[config.mk]
export PLATFORM = sky130hd
export DESIGN_NAME = missing_block_retry_tracker_flat
export DESIGN_NICKNAME = d
export VERILOG_FILES = /design/src/rtl/mbrt_pkg.sv /design/src/rtl/mbrt_in_if.sv /design/src/rtl/mbrt_out_if.sv /design/src/rtl/mbrt_ctrl.sv /design/src/rtl/mbrt_dp.sv /design/src/rtl/missing_block_retry_tracker.sv /design/src/flat_wrapper.sv
export SDC_FILE = /design/constraint.sdc
export NUM_CORES = 1
export LEC_CHECK = 0
export BUFFER_PORTS_ARGS = -buffer_cell sky130_fd_sc_hd__buf_2
export CAP_MARGIN = 30
export CELL_PAD_IN_SITES_DETAIL_PLACEMENT = 1
export CELL_PAD_IN_SITES_GLOBAL_PLACEMENT = 2
export CORE_MARGIN = 10
export CORE_UTILIZATION = 41
export DETAILED_ROUTE_END_ITERATION = 7
export GPL_TIMING_DRIVEN = 0
export PLACE_DENSITY = 0.83
export REMOVE_ABC_BUFFERS = 1
export SYNTH_ARGS = -nofsm -noshare
export SYNTH_HDL_FRONTEND = slang
export SYNTH_SLANG_ARGS = --single-unit
[constraint.sdc]
create_clock -name i_clk -period 9.03 [get_ports i_clk]
set_input_delay 0 -clock i_clk [delete_from_list [all_inputs] [get_ports i_clk]]
set_output_delay 0 -clock i_clk [all_outputs]
set_load 0.01 [all_outputs]
[src/rtl/mbrt_pkg.sv]
package mbrt_pkg;

    localparam int MAX_BLOCKS_DEF  = 64;
    localparam int BLOCK_BYTES_DEF = 512;

    // Field widths.
    localparam int MODE_W   = 3;
    localparam int BLK_W    = 6;
    localparam int CNT_W    = 10;
    localparam int NUMB_W   = 7;
    localparam int DELAY_W  = 16;
    localparam int RETRY_W  = 8;
    localparam int BYTES_W  = 16;
    localparam int CUR_W    = 7;
    // Wide enough for the effective block count (up to 127).
    localparam int N_W      = 9;

    // Configuration port.
    localparam int CFG_IDX_W  = 2;
    localparam int CFG_DATA_W = 16;
    localparam logic [CFG_IDX_W-1:0] CFG_NUM_BLOCKS  = 2'd0;
    localparam logic [CFG_IDX_W-1:0] CFG_RETRY_DELAY = 2'd1;
    localparam logic [CFG_IDX_W-1:0] CFG_RETRY_LIMIT = 2'd2;

    localparam logic [NUMB_W-1:0]  NUM_BLOCKS_RST  = 7'd64;
    localparam logic [DELAY_W-1:0] RETRY_DELAY_RST = 16'd60;
    localparam logic [RETRY_W-1:0] RETRY_LIMIT_RST = 8'd10;

    // Command codes.
    localparam logic [MODE_W-1:0] MODE_START = 3'd0;
    localparam logic [MODE_W-1:0] MODE_TICK  = 3'd1;
    localparam logic [MODE_W-1:0] MODE_NEXT  = 3'd2;
    localparam logic [MODE_W-1:0] MODE_RECV  = 3'd3;
    localparam logic [MODE_W-1:0] MODE_SETC  = 3'd4;

    typedef struct packed {
        logic capture;
        logic exec;
        logic fix;
        logic load_out;
    } t_dp_cmd;

    typedef struct packed {
        logic need_fix;
    } t_dp_stat;

endpackage

[src/rtl/mbrt_in_if.sv]
interface mbrt_in_if;
    logic                         valid;
    logic                         ready;
    logic [mbrt_pkg::MODE_W-1:0]  mode;
    logic [mbrt_pkg::BLK_W-1:0]   block;
    logic [mbrt_pkg::CNT_W-1:0]   byte_count;
    logic                         complete_value;

    modport source (output valid, mode, block, byte_count, complete_value, input ready);
    modport sink   (input valid, mode, block, byte_count, complete_value, output ready);
endinterface

[src/rtl/mbrt_out_if.sv]
interface mbrt_out_if;
    logic                          valid;
    logic                          ready;
    logic                          wait_done;
    logic [mbrt_pkg::BLK_W-1:0]    next_block;
    logic                          ready_res;
    logic                          complete;
    logic [mbrt_pkg::BYTES_W-1:0]  total_bytes;
    logic [mbrt_pkg::RETRY_W-1:0]  retries;

    modport source (output valid, wait_done, next_block, ready_res, complete, total_bytes,
                    retries, input ready);
    modport sink   (input valid, wait_done, next_block, ready_res, complete, total_bytes,
                    retries, output ready);
endinterface

[src/rtl/mbrt_ctrl.sv]
module mbrt_ctrl (
    input  logic               i_clk,
    input  logic               i_rst_n,
    input  logic               i_in_valid,
    output logic               o_in_ready,
    output logic               o_out_valid,
    input  logic               i_out_ready,
    input  mbrt_pkg::t_dp_stat i_stat,
    output mbrt_pkg::t_dp_cmd  o_cmd
);

    typedef enum logic [1:0] {
        S_IDLE,
        S_EXEC,
        S_FIX,
        S_OUT
    } t_state;

    t_state r_state;
    t_state n_state;
    logic   r_out_valid;
    logic   n_out_valid;
    logic   load;

    assign o_in_ready  = (r_state == S_IDLE);
    assign load        = (r_state == S_OUT) && (!r_out_valid || i_out_ready);
    assign o_out_valid = r_out_valid;

    assign o_cmd.capture  = i_in_valid && o_in_ready;
    assign o_cmd.exec     = (r_state == S_EXEC);
    assign o_cmd.fix      = (r_state == S_FIX);
    assign o_cmd.load_out = load;

    always_comb begin
        n_state = r_state;
        case (r_state)
            S_IDLE: begin
                if (i_in_valid) begin
                    n_state = S_EXEC;
                end
            end
            S_EXEC: begin
                n_state = i_stat.need_fix ? S_FIX : S_OUT;
            end
            S_FIX: begin
                n_state = S_OUT;
            end
            S_OUT: begin
                if (load) begin
                    n_state = S_IDLE;
                end
            end
            default: begin
                n_state = S_IDLE;
            end
        endcase

        // A new result replaces one taken in the same cycle.
        if (load) begin
            n_out_valid = 1'b1;
        end else if (i_out_ready) begin
            n_out_valid = 1'b0;
        end else begin
            n_out_valid = r_out_valid;
        end
    end

    always_ff @(posedge i_clk) begin
        if (!i_rst_n) begin
            r_state     <= S_IDLE;
            r_out_valid <= 1'b0;
        end else begin
            r_state     <= n_state;
            r_out_valid <= n_out_valid;
        end
    end

endmodule

[src/rtl/mbrt_dp.sv]
module mbrt_dp #(
    parameter int MAX_BLOCKS  = mbrt_pkg::MAX_BLOCKS_DEF,
    parameter int BLOCK_BYTES = mbrt_pkg::BLOCK_BYTES_DEF
) (
    input  logic                                i_clk,
    input  logic                                i_rst_n,
    input  mbrt_pkg::t_dp_cmd                   i_cmd,
    output mbrt_pkg::t_dp_stat                  o_stat,
    input  logic                                i_cfg_we,
    input  logic [mbrt_pkg::CFG_IDX_W-1:0]      i_cfg_idx,
    input  logic [mbrt_pkg::CFG_DATA_W-1:0]     i_cfg_wdata,
    input  logic [mbrt_pkg::MODE_W-1:0]         i_mode,
    input  logic [mbrt_pkg::BLK_W-1:0]          i_block,
    input  logic [mbrt_pkg::CNT_W-1:0]          i_byte_count,
    input  logic                                i_complete_value,
    output logic                                o_wait_done,
    output logic [mbrt_pkg::BLK_W-1:0]          o_next_block,
    output logic                                o_ready_res,
    output logic                                o_complete,
    output logic [mbrt_pkg::BYTES_W-1:0]        o_total_bytes,
    output logic [mbrt_pkg::RETRY_W-1:0]        o_retries
);

    localparam int N_W     = mbrt_pkg::N_W;
    localparam int CUR_W   = mbrt_pkg::CUR_W;
    localparam int BYTES_W = mbrt_pkg::BYTES_W;
    localparam int RETRY_W = mbrt_pkg::RETRY_W;
    localparam int DELAY_W = mbrt_pkg::DELAY_W;
    localparam logic [N_W-1:0]     MAX_N   = N_W'(MAX_BLOCKS);
    localparam logic [BYTES_W-1:0] CNT_CAP = BYTES_W'(BLOCK_BYTES);

    // Configuration.
    logic [mbrt_pkg::NUMB_W-1:0]  r_num_blocks;
    logic [DELAY_W-1:0]           r_retry_delay;
    logic [RETRY_W-1:0]           r_retry_limit;

    // Tracker state.
    logic [MAX_BLOCKS-1:0]        r_map;
    logic [CUR_W-1:0]             r_cursor;
    logic [DELAY_W-1:0]           r_delay;
    logic [RETRY_W-1:0]           r_retry;
    logic [BYTES_W-1:0]           r_bytes;
    logic                         r_ready;
    logic                         r_complete;
    logic                         r_wait;
    logic [mbrt_pkg::BLK_W-1:0]   r_next;
    logic                         r_hit1;

    // Captured command.
    logic [mbrt_pkg::MODE_W-1:0]  r_mode;
    logic [mbrt_pkg::BLK_W-1:0]   r_blk;
    logic [mbrt_pkg::CNT_W-1:0]   r_cnt;
    logic                         r_cval;

    // Result register.
    logic                         r_o_wait;
    logic [mbrt_pkg::BLK_W-1:0]   r_o_next;
    logic                         r_o_ready;
    logic                         r_o_complete;
    logic [BYTES_W-1:0]           r_o_bytes;
    logic [RETRY_W-1:0]           r_o_retry;

    logic [N_W-1:0]        n_eff;
    logic [CUR_W-1:0]      start;
    logic [MAX_BLOCKS-1:0] in_range;
    logic [MAX_BLOCKS-1:0] cand;
    logic [MAX_BLOCKS-1:0] lowest;
    logic [MAX_BLOCKS-1:0] sel;
    logic [CUR_W-1:0]      found_idx;
    logic                  found;
    logic                  new_blk;
    logic                  last_hit;
    logic [BYTES_W-1:0]    cnt_sat;
    logic [BYTES_W:0]      byte_sum;
    logic [RETRY_W-1:0]    retry_inc;

    assign n_eff = ({2'b00, r_num_blocks} > MAX_N) ? MAX_N : {2'b00, r_num_blocks};
    assign start = i_cmd.fix ? '0 : r_cursor;

    // Shared first-missing search: isolate the lowest candidate bit, then encode it.
    always_comb begin
        for (int j = 0; j < MAX_BLOCKS; j++) begin
            in_range[j] = (N_W'(j) < n_eff);
            cand[j]     = !r_map[j] && in_range[j] && (N_W'(j) >= {2'b00, start});
            sel[j]      = (N_W'(j) == {3'b000, r_blk});
        end
        lowest    = cand & (~cand + MAX_BLOCKS'(1));
        found_idx = '0;
        for (int j = 0; j < MAX_BLOCKS; j++) begin
            if (lowest[j]) begin
                found_idx = found_idx | CUR_W'(j);
            end
        end
    end

    assign found    = |cand;
    assign new_blk  = |(sel & in_range & ~r_map);
    assign last_hit = (N_W'(found_idx) + N_W'(1)) >= n_eff;

    always_comb begin
        case (r_mode)
            mbrt_pkg::MODE_NEXT: o_stat.need_fix = !found || last_hit;
            mbrt_pkg::MODE_RECV: o_stat.need_fix = new_blk;
            default:             o_stat.need_fix = 1'b0;
        endcase
    end

    assign cnt_sat   = ({6'd0, r_cnt} > CNT_CAP) ? CNT_CAP : {6'd0, r_cnt};
    assign byte_sum  = {1'b0, r_bytes} + {1'b0, cnt_sat};
    assign retry_inc = (r_retry == '1) ? r_retry : r_retry + RETRY_W'(1);

    always_ff @(posedge i_clk) begin
        if (!i_rst_n) begin
            r_num_blocks  <= mbrt_pkg::NUM_BLOCKS_RST;
            r_retry_delay <= mbrt_pkg::RETRY_DELAY_RST;
            r_retry_limit <= mbrt_pkg::RETRY_LIMIT_RST;
            r_map         <= '0;
            r_cursor      <= '0;
            r_delay       <= '0;
            r_retry       <= '0;
            r_bytes       <= '0;
            r_ready       <= 1'b1;
            r_complete    <= 1'b0;
            r_wait        <= 1'b0;
            r_next        <= '0;
            r_hit1        <= 1'b0;
        end else begin
            if (i_cfg_we) begin
                case (i_cfg_idx)
                    mbrt_pkg::CFG_NUM_BLOCKS:  r_num_blocks  <= i_cfg_wdata[mbrt_pkg::NUMB_W-1:0];
                    mbrt_pkg::CFG_RETRY_DELAY: r_retry_delay <= i_cfg_wdata;
                    mbrt_pkg::CFG_RETRY_LIMIT: r_retry_limit <= i_cfg_wdata[RETRY_W-1:0];
                    default: ;
                endcase
            end

            if (i_cmd.exec) begin
                r_wait <= 1'b0;
                r_next <= '0;
                r_hit1 <= 1'b0;
                case (r_mode)
                    mbrt_pkg::MODE_START: begin
                        r_map      <= '0;
                        r_cursor   <= '0;
                        r_delay    <= '0;
                        r_retry    <= '0;
                        r_bytes    <= '0;
                        r_ready    <= 1'b0;
                        r_complete <= 1'b0;
                    end
                    mbrt_pkg::MODE_TICK: begin
                        if (r_delay != '0) begin
                            r_delay <= r_delay - DELAY_W'(1);
                        end else begin
                            r_wait <= 1'b1;
                        end
                    end
                    mbrt_pkg::MODE_NEXT: begin
                        if (found) begin
                            r_cursor <= found_idx + CUR_W'(1);
                            r_next   <= found_idx[mbrt_pkg::BLK_W-1:0];
                            r_hit1   <= 1'b1;
                        end
                    end
                    mbrt_pkg::MODE_RECV: begin
                        if (new_blk) begin
                            r_map   <= r_map | sel;
                            r_bytes <= byte_sum[BYTES_W] ? '1 : byte_sum[BYTES_W-1:0];
                        end
                    end
                    mbrt_pkg::MODE_SETC: begin
                        r_complete <= r_cval;
                    end
                    default: ;
                endcase
            end

            // Second pass, searching from block zero: a rewind, or the all-present check.
            if (i_cmd.fix) begin
                if (r_mode == mbrt_pkg::MODE_NEXT) begin
                    if (found) begin
                        r_cursor <= found_idx;
                        r_delay  <= r_retry_delay;
                        r_retry  <= retry_inc;
                        if (r_retry >= r_retry_limit) begin
                            r_ready <= 1'b1;
                        end
                    end
                    if (!r_hit1) begin
                        r_next <= found ? found_idx[mbrt_pkg::BLK_W-1:0]
                                        : r_cursor[mbrt_pkg::BLK_W-1:0];
                    end
                end else if (!found) begin
                    r_ready    <= 1'b1;
                    r_complete <= 1'b1;
                end
            end
        end
    end

    always_ff @(posedge i_clk) begin
        if (i_cmd.capture) begin
            r_mode <= i_mode;
            r_blk  <= i_block;
            r_cnt  <= i_byte_count;
            r_cval <= i_complete_value;
        end
        if (i_cmd.load_out) begin
            r_o_wait     <= r_wait;
            r_o_next     <= r_next;
            r_o_ready    <= r_ready;
            r_o_complete <= r_complete;
            r_o_bytes    <= r_bytes;
            r_o_retry    <= r_retry;
        end
    end

    assign o_wait_done   = r_o_wait;
    assign o_next_block  = r_o_next;
    assign o_ready_res   = r_o_ready;
    assign o_complete    = r_o_complete;
    assign o_total_bytes = r_o_bytes;
    assign o_retries     = r_o_retry;

endmodule

[src/rtl/missing_block_retry_tracker.sv]
// Receive-side tracker for a transfer split into numbered blocks.
// Commands arrive on the input channel (start, tick, next request, block
// received, set complete); every command gives exactly one result transfer
// with the tick and next-request values and the status after the command.
// Both channels use valid/ready; a transfer happens when both are high.
// Configuration (block count, retry delay, retry limit) is written through
// the plain write port; the user must do so only while no command is in
// flight, as the block itself does not enforce it.
// Steps: a command is accepted in the idle state, runs in the execute
// state and is loaded into the result register in the output state; only
// then does the block return to idle and take the next command.
// A next request that rewinds, and a received block that is new, also pass
// the fix state after execute, where the single first-missing search unit
// makes a second pass over the received bitmap from block zero.
// The result register frees the input side: a new command is accepted
// while an earlier result still waits; if the receiver stalls, the
// following command holds in its final step until the result is taken.
// Reset clears the bitmap and counters, sets the ready flag and loads the
// default configuration; the block accepts a command in the next cycle.
module missing_block_retry_tracker #(
    parameter int MAX_BLOCKS  = mbrt_pkg::MAX_BLOCKS_DEF,
    parameter int BLOCK_BYTES = mbrt_pkg::BLOCK_BYTES_DEF
) (
    input  logic                            i_clk,
    input  logic                            i_rst_n,
    mbrt_in_if.sink                         i_in,
    mbrt_out_if.source                      o_out,
    input  logic                            i_cfg_we,
    input  logic [mbrt_pkg::CFG_IDX_W-1:0]  i_cfg_idx,
    input  logic [mbrt_pkg::CFG_DATA_W-1:0] i_cfg_wdata
);

    mbrt_pkg::t_dp_cmd  cmd;
    mbrt_pkg::t_dp_stat stat;

    mbrt_ctrl u_ctrl (
        .i_clk       (i_clk),
        .i_rst_n     (i_rst_n),
        .i_in_valid  (i_in.valid),
        .o_in_ready  (i_in.ready),
        .o_out_valid (o_out.valid),
        .i_out_ready (o_out.ready),
        .i_stat      (stat),
        .o_cmd       (cmd)
    );

    mbrt_dp #(
        .MAX_BLOCKS  (MAX_BLOCKS),
        .BLOCK_BYTES (BLOCK_BYTES)
    ) u_dp (
        .i_clk            (i_clk),
        .i_rst_n          (i_rst_n),
        .i_cmd            (cmd),
        .o_stat           (stat),
        .i_cfg_we         (i_cfg_we),
        .i_cfg_idx        (i_cfg_idx),
        .i_cfg_wdata      (i_cfg_wdata),
        .i_mode           (i_in.mode),
        .i_block          (i_in.block),
        .i_byte_count     (i_in.byte_count),
        .i_complete_value (i_in.complete_value),
        .o_wait_done      (o_out.wait_done),
        .o_next_block     (o_out.next_block),
        .o_ready_res      (o_out.ready_res),
        .o_complete       (o_out.complete),
        .o_total_bytes    (o_out.total_bytes),
        .o_retries        (o_out.retries)
    );

endmodule
[src/flat_wrapper.sv]
// flat-port wrapper written by rule: the top's interface ports become plain ports
module missing_block_retry_tracker_flat 
#(
    parameter int MAX_BLOCKS  = mbrt_pkg::MAX_BLOCKS_DEF,
    parameter int BLOCK_BYTES = mbrt_pkg::BLOCK_BYTES_DEF
)
  (i_clk, i_rst_n, i_cfg_we, i_cfg_idx, i_cfg_wdata, i_in_valid, i_in_mode, i_in_block, i_in_byte_count, i_in_complete_value, i_in_ready, o_out_valid, o_out_wait_done, o_out_next_block, o_out_ready_res, o_out_complete, o_out_total_bytes, o_out_retries, o_out_ready);
  mbrt_in_if i_in_i ();
  mbrt_out_if o_out_i ();
  input  logic i_clk;
  input  logic i_rst_n;
  input  logic i_cfg_we;
  input  logic [mbrt_pkg::CFG_IDX_W-1:0] i_cfg_idx;
  input  logic [mbrt_pkg::CFG_DATA_W-1:0] i_cfg_wdata;
  input wire logic [$bits(i_in_i.valid)-1:0] i_in_valid;
  input wire logic [$bits(i_in_i.mode)-1:0] i_in_mode;
  input wire logic [$bits(i_in_i.block)-1:0] i_in_block;
  input wire logic [$bits(i_in_i.byte_count)-1:0] i_in_byte_count;
  input wire logic [$bits(i_in_i.complete_value)-1:0] i_in_complete_value;
  output wire logic [$bits(i_in_i.ready)-1:0] i_in_ready;
  output wire logic [$bits(o_out_i.valid)-1:0] o_out_valid;
  output wire logic [$bits(o_out_i.wait_done)-1:0] o_out_wait_done;
  output wire logic [$bits(o_out_i.next_block)-1:0] o_out_next_block;
  output wire logic [$bits(o_out_i.ready_res)-1:0] o_out_ready_res;
  output wire logic [$bits(o_out_i.complete)-1:0] o_out_complete;
  output wire logic [$bits(o_out_i.total_bytes)-1:0] o_out_total_bytes;
  output wire logic [$bits(o_out_i.retries)-1:0] o_out_retries;
  input wire logic [$bits(o_out_i.ready)-1:0] o_out_ready;
  assign i_in_i.valid = i_in_valid;
  assign i_in_i.mode = i_in_mode;
  assign i_in_i.block = i_in_block;
  assign i_in_i.byte_count = i_in_byte_count;
  assign i_in_i.complete_value = i_in_complete_value;
  assign i_in_ready = i_in_i.ready;
  assign o_out_valid = o_out_i.valid;
  assign o_out_wait_done = o_out_i.wait_done;
  assign o_out_next_block = o_out_i.next_block;
  assign o_out_ready_res = o_out_i.ready_res;
  assign o_out_complete = o_out_i.complete;
  assign o_out_total_bytes = o_out_i.total_bytes;
  assign o_out_retries = o_out_i.retries;
  assign o_out_i.ready = o_out_ready;
  missing_block_retry_tracker #(.MAX_BLOCKS(MAX_BLOCKS), .BLOCK_BYTES(BLOCK_BYTES)) u_core (.i_clk(i_clk), .i_rst_n(i_rst_n), .i_in(i_in_i), .o_out(o_out_i), .i_cfg_we(i_cfg_we), .i_cfg_idx(i_cfg_idx), .i_cfg_wdata(i_cfg_wdata));
endmodule
; After elaboration in Yosys (flattened, before gate mapping)
; Index checks and enable logic that the tools add are counted.
[word_totals]
reg_bits = 208
in_bits = 43
out_inout_bits = 35
wordCells = 698
[op_classes]
n_addsub = 6
magnitude_cmp = 132
n_eq_ne = 83
n_mux = 235
n_bitwise = 6
reduce_logical = 211
[ops]
columns = op, count
row1 = 64-bit 2-to-1 mux, 8
row2 = 16-bit 2-to-1 mux, 31
row3 = 6-bit 2-to-1 mux, 51
row4 = "6-bit by 7-bit greater-or-equal comparator with 1-bit output, first input constant", 32
row5 = "6-bit by 7-bit < comparator with 1-bit output, first input constant", 32
row6 = 64-bit bitwise AND, 3
row7 = "6-bit == test, first input constant", 32
row8 = 7-bit 2-to-1 mux, 24
row9 = 8-bit 2-to-1 mux, 20
row10 = 1-bit logical AND, 130
row11 = 64-bit inverter, 2
row12 = 64-bit case mux with 2 select lines, 1
row13 = 64-bit OR reduction, 2
row14 = "5-bit by 7-bit greater-or-equal comparator with 1-bit output, first input constant", 16
row15 = "5-bit by 7-bit < comparator with 1-bit output, first input constant", 16
row16 = "5-bit by 6-bit == test with 1-bit output, first input constant", 16
row17 = 5-bit 2-to-1 mux, 16
row18 = 1-bit logical NOT, 66
row19 = "64-bit by 1-bit adder with 64-bit output, second input constant", 1
row20 = 64-bit bitwise OR, 1
row21 = 16-bit case mux with 2 select lines, 2
row22 = 1-bit 2-to-1 mux, 59
row23 = "4-bit by 7-bit greater-or-equal comparator with 1-bit output, first input constant", 8
row24 = "4-bit by 7-bit < comparator with 1-bit output, first input constant", 8
row25 = other kinds (44), 96

; Longest topological paths before layout
; Gate-level depths: netlist of run 1.
[logic_depth]
depth_word = 90
depth_mapped = 25
depth_no_buf = 22

; Cells and area by module
; A second synthesis of run 1 with hierarchy kept.
[hier_totals]
cells_unflattened = 1607
area_unflattened_um2 = 12957.4
[modules_own_cells]
columns = module, instances, cells_per_inst, area_each_um2, seq_area_each_um2
row1 = mbrt_dp, 1, 1583, 12728.5, 4634.4
row2 = mbrt_ctrl, 1, 24, 229.0, 60.1

; Least setup slack after synthesis of run 1
; Ideal clock, no wire load.
[synth_path]
path_kind = register to register
start = register u_core.u_ctrl.r_state[0]
end = register u_core.u_ctrl.r_state[0]
setup_ns = 0.084
t_arrival_ns = 4.784
required_time_ns = 8.946
setup_slack_ns = 4.162
path_stages_with_launch = 25
path_buffers = 2
period_less_slack_ns = 4.868
cell_sequence = dfxtp_1 -> inv_1 -> ha_1 -> clkbuf_1 -> nor3b_1 -> o211ai_1 -> a2111oi_2 -> nor3_2 -> nand4_1 -> nor4_1 -> a21bo_2 -> a2111o_1 -> or4_1 -> buf_4 -> ha_1 -> ha_1 -> a21o_1 -> a21o_1 -> a21oi_1 -> nand2_1 -> nand3_1 -> nand2_1 -> a21oi_1 -> a21oi_1 -> o31ai_2
[synth_via]
elab_chain_cells = 76
word_cells_on_any_way = 211
classes_between = add/sub (2) / order compare (65) / eq/ne (5) / mux (67) / bitwise (2) / reduce/logical (70)
[synth_lines]
columns = element, line
row1 = "start, declared", mbrt_ctrl.sv:19  ; t_state r_state;
row2 = "start signal, assigned", mbrt_ctrl.sv:73  ; r_state <= n_state;
row3 = 2-bit == test, "mbrt_ctrl.sv:31, mbrt_ctrl.sv:36"
row4 = 7-bit 2-to-1 mux, mbrt_dp.sv:78  ; assign start = i_cmd.fix ? '0 : r_cursor;
row5 = 1-bit by 7-bit greater-or-equal comparator with 1-bit output, mbrt_dp.sv:84  ; cand[j] = !r_map[j] && in_range[j] && (N_W'(j) >= {2'b00, start});
row6 = 1-bit logical AND, mbrt_dp.sv:84
row7 = 64-bit inverter, mbrt_dp.sv:87  ; lowest = cand & (~cand + MAX_BLOCKS'(1));
row8 = 64-bit by 1-bit adder with 64-bit output, mbrt_dp.sv:87
row9 = 64-bit bitwise AND, mbrt_dp.sv:87
row10 = 1-bit 2-to-1 mux, mbrt_dp.sv:90  ; if (lowest[j]) begin
row11 = [14 not listed], --
row12 = 5-bit 2-to-1 mux (16 in series), mbrt_dp.sv:90
row13 = 6-bit 2-to-1 mux (32 in series), mbrt_dp.sv:90
row14 = 6-bit by 1-bit adder with 7-bit output, mbrt_dp.sv:98  ; assign last_hit = (N_W'(found_idx) + N_W'(1)) >= n_eff;
row15 = 7-bit greater-or-equal comparator, mbrt_dp.sv:98
row16 = 1-bit logical OR, mbrt_dp.sv:102  ; mbrt_pkg::MODE_NEXT: o_stat.need_fix = !found || last_hit;
row17 = 1-bit case mux with 2 select lines, mbrt_dp.sv:101  ; case (r_mode)
row18 = 1-bit 2-to-1 mux, mbrt_ctrl.sv:43  ; n_state = i_stat.need_fix ? S_FIX : S_OUT;
row19 = 2-bit case mux with 4 select lines, mbrt_ctrl.sv:36  ; case (r_state)
; Parallel ways exist; a longest one is shown, timed or not.
; A chain may end at the register's enable or synchronous reset.

; Final worst setup path of run 1
[layout_path]
start = register u_core.u_dp.r_num_blocks[1] in the netlist's numbering
end = register u_core.u_ctrl.r_state[0]
[layout_via]
elab_chain_cells = 77
word_cells_on_any_way = 271
classes_between = add/sub (2) / order compare (66) / mux (67) / bitwise (4) / reduce/logical (132)
[layout_lines]
columns = element, line
row1 = "start, declared", mbrt_dp.sv:33  ; logic [mbrt_pkg::NUMB_W-1:0] r_num_blocks;
row2 = "start signal, assigned", mbrt_dp.sv:114  ; r_num_blocks <= mbrt_pkg::NUM_BLOCKS_RST;
row3 = "start signal, assigned", mbrt_dp.sv:130  ; mbrt_pkg::CFG_NUM_BLOCKS: r_num_blocks <= i_cfg_wdata[mbrt_pkg::NUMB_W-1:0];
row4 = 7-bit > comparator, mbrt_dp.sv:77  ; assign n_eff = ({2'b00, r_num_blocks} > MAX_N) ? MAX_N : {2'b00, r_num_blocks};
row5 = 7-bit 2-to-1 mux *, mbrt_dp.sv:77
row6 = 1-bit by 7-bit < comparator with 1-bit output, mbrt_dp.sv:83  ; in_range[j] = (N_W'(j) < n_eff);
row7 = 1-bit logical AND (2 in series), mbrt_dp.sv:84
row8 = 64-bit inverter, mbrt_dp.sv:87
row9 = 64-bit by 1-bit adder with 64-bit output, mbrt_dp.sv:87
row10 = 64-bit bitwise AND, mbrt_dp.sv:87
row11 = 1-bit 2-to-1 mux, mbrt_dp.sv:90
row12 = [14 not listed], --
row13 = 5-bit 2-to-1 mux (16 in series), mbrt_dp.sv:90
row14 = 6-bit 2-to-1 mux (32 in series), mbrt_dp.sv:90
row15 = 6-bit by 1-bit adder with 7-bit output, mbrt_dp.sv:98
row16 = 7-bit greater-or-equal comparator, mbrt_dp.sv:98
row17 = 1-bit logical OR, mbrt_dp.sv:102
row18 = 1-bit case mux with 2 select lines *, mbrt_dp.sv:101
row19 = 1-bit 2-to-1 mux *, mbrt_ctrl.sv:43
row20 = 2-bit case mux with 4 select lines *, mbrt_ctrl.sv:36
; Mark *: on every way between the ends. The rest lies on a longest branch, timed or not.

==> results of run 1 <==
tightest hold or removal path, delay by kind of cell:
| family | cells | cell delay (ps) |
|---|---|---|
| AOI/OAI and AO/OA | 1 | 170 |
| and+or+nand+nor | 1 | 240 |
| buffers and inverters | 1 | 120 |
power by group:
part | internal [mW] | switching [mW]
registers | 1.04 | 0.107
clock network | 0.601 | 0.409
logic | 0.264 | 0.481
total | 1.90 | 0.996
final cells by class:
| cell class | count | area, sq um | share of cell area, % |
|---|---|---|---|
| Multi-Input combinational cell | 1284 | 8220 | 51.9 |
| Inverter | 104 | 393 | 2.48 |
| Clock buffer | 39 | 749 | 4.74 |
| Tap cell | 448 | 561 | 3.54 |
| Timing Repair Buffer | 139 | 1120 | 7.11 |
| Clock inverter | 9 | 85.1 | 0.538 |
| Sequential cell | 208 | 4700 | 29.7 |
Yosys cell counts (all sizes together) (48+ instances only):
master / n / share of area [%]
a21oi: 171 / 6.2
buf: 48 / 2.1
clkbuf: 62 / 1.7
dfxtp: 155 / 23
edfxtp: 53 / 12
inv: 104 / 2.8
nand2: 144 / 4.0
nand3: 66 / 2.4
nor2: 139 / 3.8
nor3: 60 / 2.5
o21ai: 73 / 2.6
or3: 70 / 3.2
flip-flops by register name (all words and copies together), names as in the netlist, 2 cells and up:
name and cells:
u_core.u_dp.r_cursor 7, u_core.u_dp.r_num_blocks 7, u_core.u_dp.o_next_block 6, u_core.u_dp.r_bytes 16, u_core.u_ctrl.r_state 2, u_core.u_dp.r_retry_limit 8
u_core.u_dp.o_total_bytes 16, u_core.u_dp.r_next 6, u_core.u_dp.r_retry 8, u_core.u_dp.r_map 64, u_core.u_dp.r_cnt 10, u_core.u_dp.r_delay 16
u_core.u_dp.o_retries 8, u_core.u_dp.r_retry_delay 16, u_core.u_dp.r_mode 3, u_core.u_dp.r_blk 6
per-layer routing:
metal	up-vias	GRT usage (%)	wire length, um
li1	6480	-	-
met1	6941	35.3	25000
met2	472	40.3	24900
met3	95	5.55	4030
met4	2	7.46	1580
met5	-	1.07	45
through the flow:
step	util (%)	instance area [sq um]	total power, mW
floorplan	-	13300	1.56
global placement	42.6	14200	1.82
finish	47.4	15800	2.90
detailed placement	43.5	14500	1.86
CTS	47.3	15800	2.90
global route	47.4	15800	3.03
timing repair:
| item | 4_1_cts | 5_1_grt |
|---|---|---|
| endpoints found under the hold margin | 59 | 0 |
| hold buffers | 45 | 0 |
| endpoints found under the setup margin | 0 | 0 |
path summary, 6_finish.rpt:
path                                                   from                          end
worst min register to register        u_core.u_dp.r_next[2]  u_core.u_dp.o_next_block[2]
worst max-delay path            u_core.u_dp.r_num_blocks[1]     u_core.u_ctrl.r_state[0]
worst min-delay path                               i_cfg_we  u_core.u_dp.r_num_blocks[6]
worst max register to register  u_core.u_dp.r_num_blocks[1]     u_core.u_ctrl.r_state[0]
cells in the final DEF, fill, tap and decap left out, types with 9 or more instances in the layout:
| master | n |
|---|---|
| a211o_1 | 17 |
| a211oi_1 | 36 |
| a21o_1 | 17 |
| a21oi_1 | 170 |
| a311oi_1 | 11 |
| a31oi_1 | 25 |
| and2_1 | 16 |
| and3_1 | 16 |
| buf_2 | 78 |
| clkbuf_16 | 26 |
| dfxtp_1 | 154 |
| dlygate4sd3_1 | 45 |
| edfxtp_1 | 53 |
| ha_1 | 30 |
| inv_1 | 102 |
| mux2i_1 | 12 |
| nand2_1 | 141 |
| nand2b_1 | 22 |
| nand3_1 | 66 |
| nand3b_1 | 9 |
| nand4_1 | 22 |
| nor2_1 | 136 |
| nor2b_1 | 29 |
| nor3_1 | 52 |
| nor4_1 | 28 |
| o211ai_1 | 28 |
| o21ai_0 | 70 |
| or2_2 | 12 |
| or3_1 | 70 |
| or4_1 | 17 |
| xnor2_1 | 10 |
kinds of logic after synthesis:
group / Yosys count
muxes: 12
AOI/OAI and AO/OA: 506
buffers and inverters: 214
adders and majority gates: 32
DFF: 208
xor gates and xnor gates: 17
and+or+nand+nor: 717
==> impl_metrics.py, run 1 <==
metrics = {
    "synth": {
        "async_flop_share_pct": 0,
        "synth_edf_count": 53,
        "postSynthAreaPerCell_sq_um": 8.08,
        "synth_fa_ha_area_share_pct": 2.96,
        "synth-seq-area-share_pct": 34.0,
        "syn_inst": 1706,
        "synth_compound_area_share_pct": 25.3,
        "ys_seq_elements": 208,
        "synthXorXnorAreaFrac_pct": 1.08,
        "ys.warnings.count": 0,
        "synthSimpleGateAreaFrac_pct": 29.1,
        "syn_area_sq_um": 13800,
        "synthFlopType": "dfxtp_1",
        "yosys.cell_types.count": 116,
        "synth_top_family_by_area": "simple AND/OR/NAND/NOR gates",
        "synth.area.mux_share_pct": 0.871,
    },
    "critical_path": {
        "cp_num_buf_inv": 0,
        "critical_path.top_delay_family": "simple AND/OR/NAND/NOR gates",
        "path_max_fanout": 19,
        "worst_path_largest_cell_delay_ps": 980,
        "worst-setup-path-type": "register to register",
        "worst_ep_required_time_ps": 9500,
        "regToRegSetupSlack_ps": 2540,
        "path_cells": "nand2_1 > a211oi_1 > a32oi_2 > o211a_1 > nand3_1 > nor3_2 > and2_1 > nand4b_1 > or4_1 > ha_1 > xnor2_1 > ha_1 > a21o_1 > a21oi_1 > nand2_1 > nand3_1 > nand2_1 > a21oi_1 > a21oi_1 > o31ai_2",
        "cp_data_arrival_time_ps": 6950,
        "r2r_cells": 20,
        "slowest_stage": "dfxtp_1",
        "worstSetupStartpointType": "register",
        "crit_cells": 20,
        "worstSetupEndpointType": "register",
    },
    "floorplanning": {
        "io_pins": 78,
        "die-area_sq_um": 41400,
        "die_x_um": 203,
        "initial_utilization_pct": 41.3,
        "fp-row-count": 67,
        "die_h_um": 203,
        "core_sq_um": 33400,
    },
    "cts": {
        "clk_latency_ps": 550,
        "cts.clk_slew.worst_paths_ps": 60,
        "htree_num_levels": 1,
        "cts_tree": "yes",
        "post_cts_buffers": 0,
        "numCtsBuffers": 26,
        "cts-resized-gates": 0,
        "ctsRootBufferMaster": "clkbuf_16",
        "cts_max_path_buffers": 3,
        "cts_sinks": 208,
    },
    "global_route": {
        "grt_pass1_vias": 13738,
        "antenna_found_initial": 0,
        "gr-total-overflow": 0,
        "grt_util_all_layers_pct": 25.9,
        "grt_pass1_wl_um": 84400,
        "grt_start_max_net_pins": 47,
    },
    "status": {
        "status": "completed",
    },
    "route": {
        "first_pass_iters": 5,
        "wl_per_cell_um": 24.9,
        "drcViolationCount": 0,
        "drt-initial-drc-count": 1224,
        "routed_wl_um": 55500,
        "viasPerCell": 6.27,
        "vias": 13990,
        "final_antenna_net_count": 0,
    },
    "placed_design": {
        "place_inst": 2135,
        "dp_slack_ps": 2720,
        "portBuffers": 77,
        "gp_congestion": 0.958,
        "dp.final_hpwl_um": 41000,
    },
    "pwr": {
        "leakagePower_nw": 5.79,
        "worst_ir_drop_vdd_uv": 158,
        "p_per_area_nw_per_um2": 183,
    },
    "final_layout": {
        "diodes": 0,
        "nNetsFinal": 1838,
        "stdcell_count": 2231,
        "area_delta_synth_final_pct": 14.8,
        "drive_gt1_share_pct": 11.8,
        "fillers": 4034,
    },
    "sta": {
        "relSlewSlack_pct": 28.2,
        "hold_viol_final": 0,
        "rsz0062_at_grt": "no",
        "whs_ps": 38.7,
        "fin_setup_tns_ps": 0,
        "period_needed_ps": 6490,
        "fin_ws_ps": 2540,
        "setup_viol": 0,
        "period_share_pct": 71.8,
        "skew_ps": 10.6,
        "worst_pin_slew_ps": 1080,
        "maxClockFrequency_ghz": 0.154,
        "slew_violations": 0,
    },
    "min_path": {
        "hp-class": "input pin to register",
        "min_path_cells": 3,
    },
    "run": {
        "maxCapViolations": 0,
    },
}
Power figures use the tool's default switching activity.
==> run 2, diff against run 1 <==
Settings changed: CORE_UTILIZATION 41 to 38, PLACE_DENSITY 0.83 to 0.77.
Clock period 9.03 ns to 6.7 ns, I/O delays scaled along.
==> run 2 against run 1 <==
  * Final cell count up 0.31%
  * Utilization shrank 3.2 points
  * Via count down 0.56%
==> impl_metrics.py, run 2 (same netlist as run 1, synthesis figures left out) <==
metrics = {
    "cts": {
        "cts-resized-gates": 0,
        "ctsHoldBuffers": 43,
        "numCtsBuffers": 26,
        "cts.clk_slew.worst_paths_ps": 60,
        "cts_max_path_buffers": 3,
        "htree_num_levels": 1,
        "ctsRootBufferMaster": "clkbuf_16",
        "cts_tree": "yes",
        "post_cts_buffers": 0,
        "clk_latency_ps": 550,
        "cts_sinks": 208,
    },
    "sta": {
        "relSlewSlack_pct": 27.6,
        "period_share_pct": 95.8,
        "skew_ps": 11.2,
        "hold_viol_final": 0,
        "fin_ws_ps": 281,
        "period_needed_ps": 6420,
        "setup_viol": 0,
        "whs_ps": 28.2,
        "rsz0062_at_grt": "no",
        "worst_pin_slew_ps": 1090,
        "maxClockFrequency_ghz": 0.156,
        "slew_violations": 0,
        "fin_setup_tns_ps": 0,
    },
    "route": {
        "drt-initial-drc-count": 1066,
        "first_pass_iters": 6,
        "wl_per_cell_um": 24.9,
        "drcViolationCount": 0,
        "routed_wl_um": 55800,
        "final_antenna_net_count": 0,
        "viasPerCell": 6.22,
        "vias": 13912,
    },
    "global_route": {
        "antenna_found_initial": 0,
        "grt_pass1_vias": 13699,
        "grt_util_all_layers_pct": 24.3,
        "gr-total-overflow": 0,
        "grt_pass1_wl_um": 84200,
        "grt_start_max_net_pins": 75,
    },
    "final_layout": {
        "stdcell_count": 2238,
        "multi_input_area_sq_um": 8220,
        "regArea_sq_um": 4700,
        "area_delta_synth_final_pct": 14.5,
        "nNetsFinal": 1832,
        "final_util_pct": 44.3,
        "diodes": 0,
        "layout_common_cells": "a21oi_1 (170), dfxtp_1 (154), nand2_1 (141)",
        "fillers": 4279,
        "regMostFlops": "u_core.u_dp.r_map",
        "largest_register_ffs": 64,
        "drive_gt1_share_pct": 12.0,
        "layout_commonest_cell": "a21oi_1",
        "finalInstanceArea_sq_um": 15800,
    },
    "placed_design": {
        "dp_slack_ps": 499,
        "gp_congestion": 0.946,
        "dp.final_hpwl_um": 41400,
        "portBuffers": 77,
        "dpl_cell_area_sq_um": 14500,
        "place_inst": 2147,
    },
    "critical_path": {
        "worst_path_largest_cell_delay_ps": 990,
        "worst_ep_required_time_ps": 7160,
        "path_cells": "nand2_1 > a211oi_1 > a32oi_2 > o211a_1 > nand3_1 > nor3_2 > and2_1 > nand4b_1 > or4_1 > ha_1 > xnor2_1 > ha_1 > a21o_1 > a21oi_1 > nand2_1 > nand3_1 > nand2_1 > a21oi_1 > a21oi_1 > o31ai_2",
        "cp_data_arrival_time_ps": 6880,
        "worstSetupStartpointType": "register",
        "worst-setup-path-type": "register to register",
        "worstSetupEndpointType": "register",
        "path_max_fanout": 21,
        "slowest_stage": "dfxtp_1",
    },
    "pwr": {
        "leakagePower_nw": 5.77,
        "p_per_area_nw_per_um2": 246,
        "power_mw": 3.89,
        "worst_ir_drop_vdd_uv": 183,
    },
    "min_path": {
        "hp-class": "input pin to register",
    },
    "floorplanning": {
        "die-area_sq_um": 44300,
        "core_sq_um": 35700,
        "initial_utilization_pct": 38.7,
        "die_h_um": 211,
        "die_x_um": 211,
        "io_pins": 78,
        "fp-row-count": 69,
    },
    "status": {
        "status": "completed",
    },
    "run": {
        "maxCapViolations": 0,
    },
}
==> run 2: power by group <==
group	internal, mW	switching, mW	leakage [nW]
Clock	0.783	0.578	0.411
Sequential	1.40	0.142	1.75
Combinational	0.347	0.640	3.61
Total	2.53	1.36	5.77
==> run 2: path summary, 6_finish.rpt <==
check | start | slack (ps) | cells after the start | endpoint
max reg2reg | u_core.u_dp.r_num_blocks[2] | 280 | 20 | u_core.u_ctrl.r_state[0]
max | u_core.u_dp.r_num_blocks[2] | 280 | 20 | u_core.u_ctrl.r_state[0]
min reg2reg | u_core.u_dp.r_next[1] | 440 | 0 | u_core.u_dp.o_next_block[1]
min | i_cfg_we | 30 | 3 | u_core.u_dp.r_num_blocks[6]
==> run 2: cell type report <==
class	count	area share, %
multi-input cells	1284	52.1
flip-flops and latches	208	29.8
repair buffers	133	6.77
clock buffers	35	4.72
well taps	461	3.65
inverters	104	2.50
clock inverters	13	0.531
==> run 2: per-layer routing <==
metal / global-route usage [%] / routed length [um]
met1: 33.3 / 25300
met5: 0 / 0
met2: 37.7 / 24800
met4: 8.27 / 1780
met3: 4.38 / 3880
==> run 2: critical path: cells and delay by family (launching register included) <==
kind / cells / cell delay [ps]
compound gates: 8 / 1990
flops: 1 / 990
fa+ha+maj: 2 / 630
simple gates: 9 / 2450
xor+xnor: 1 / 240
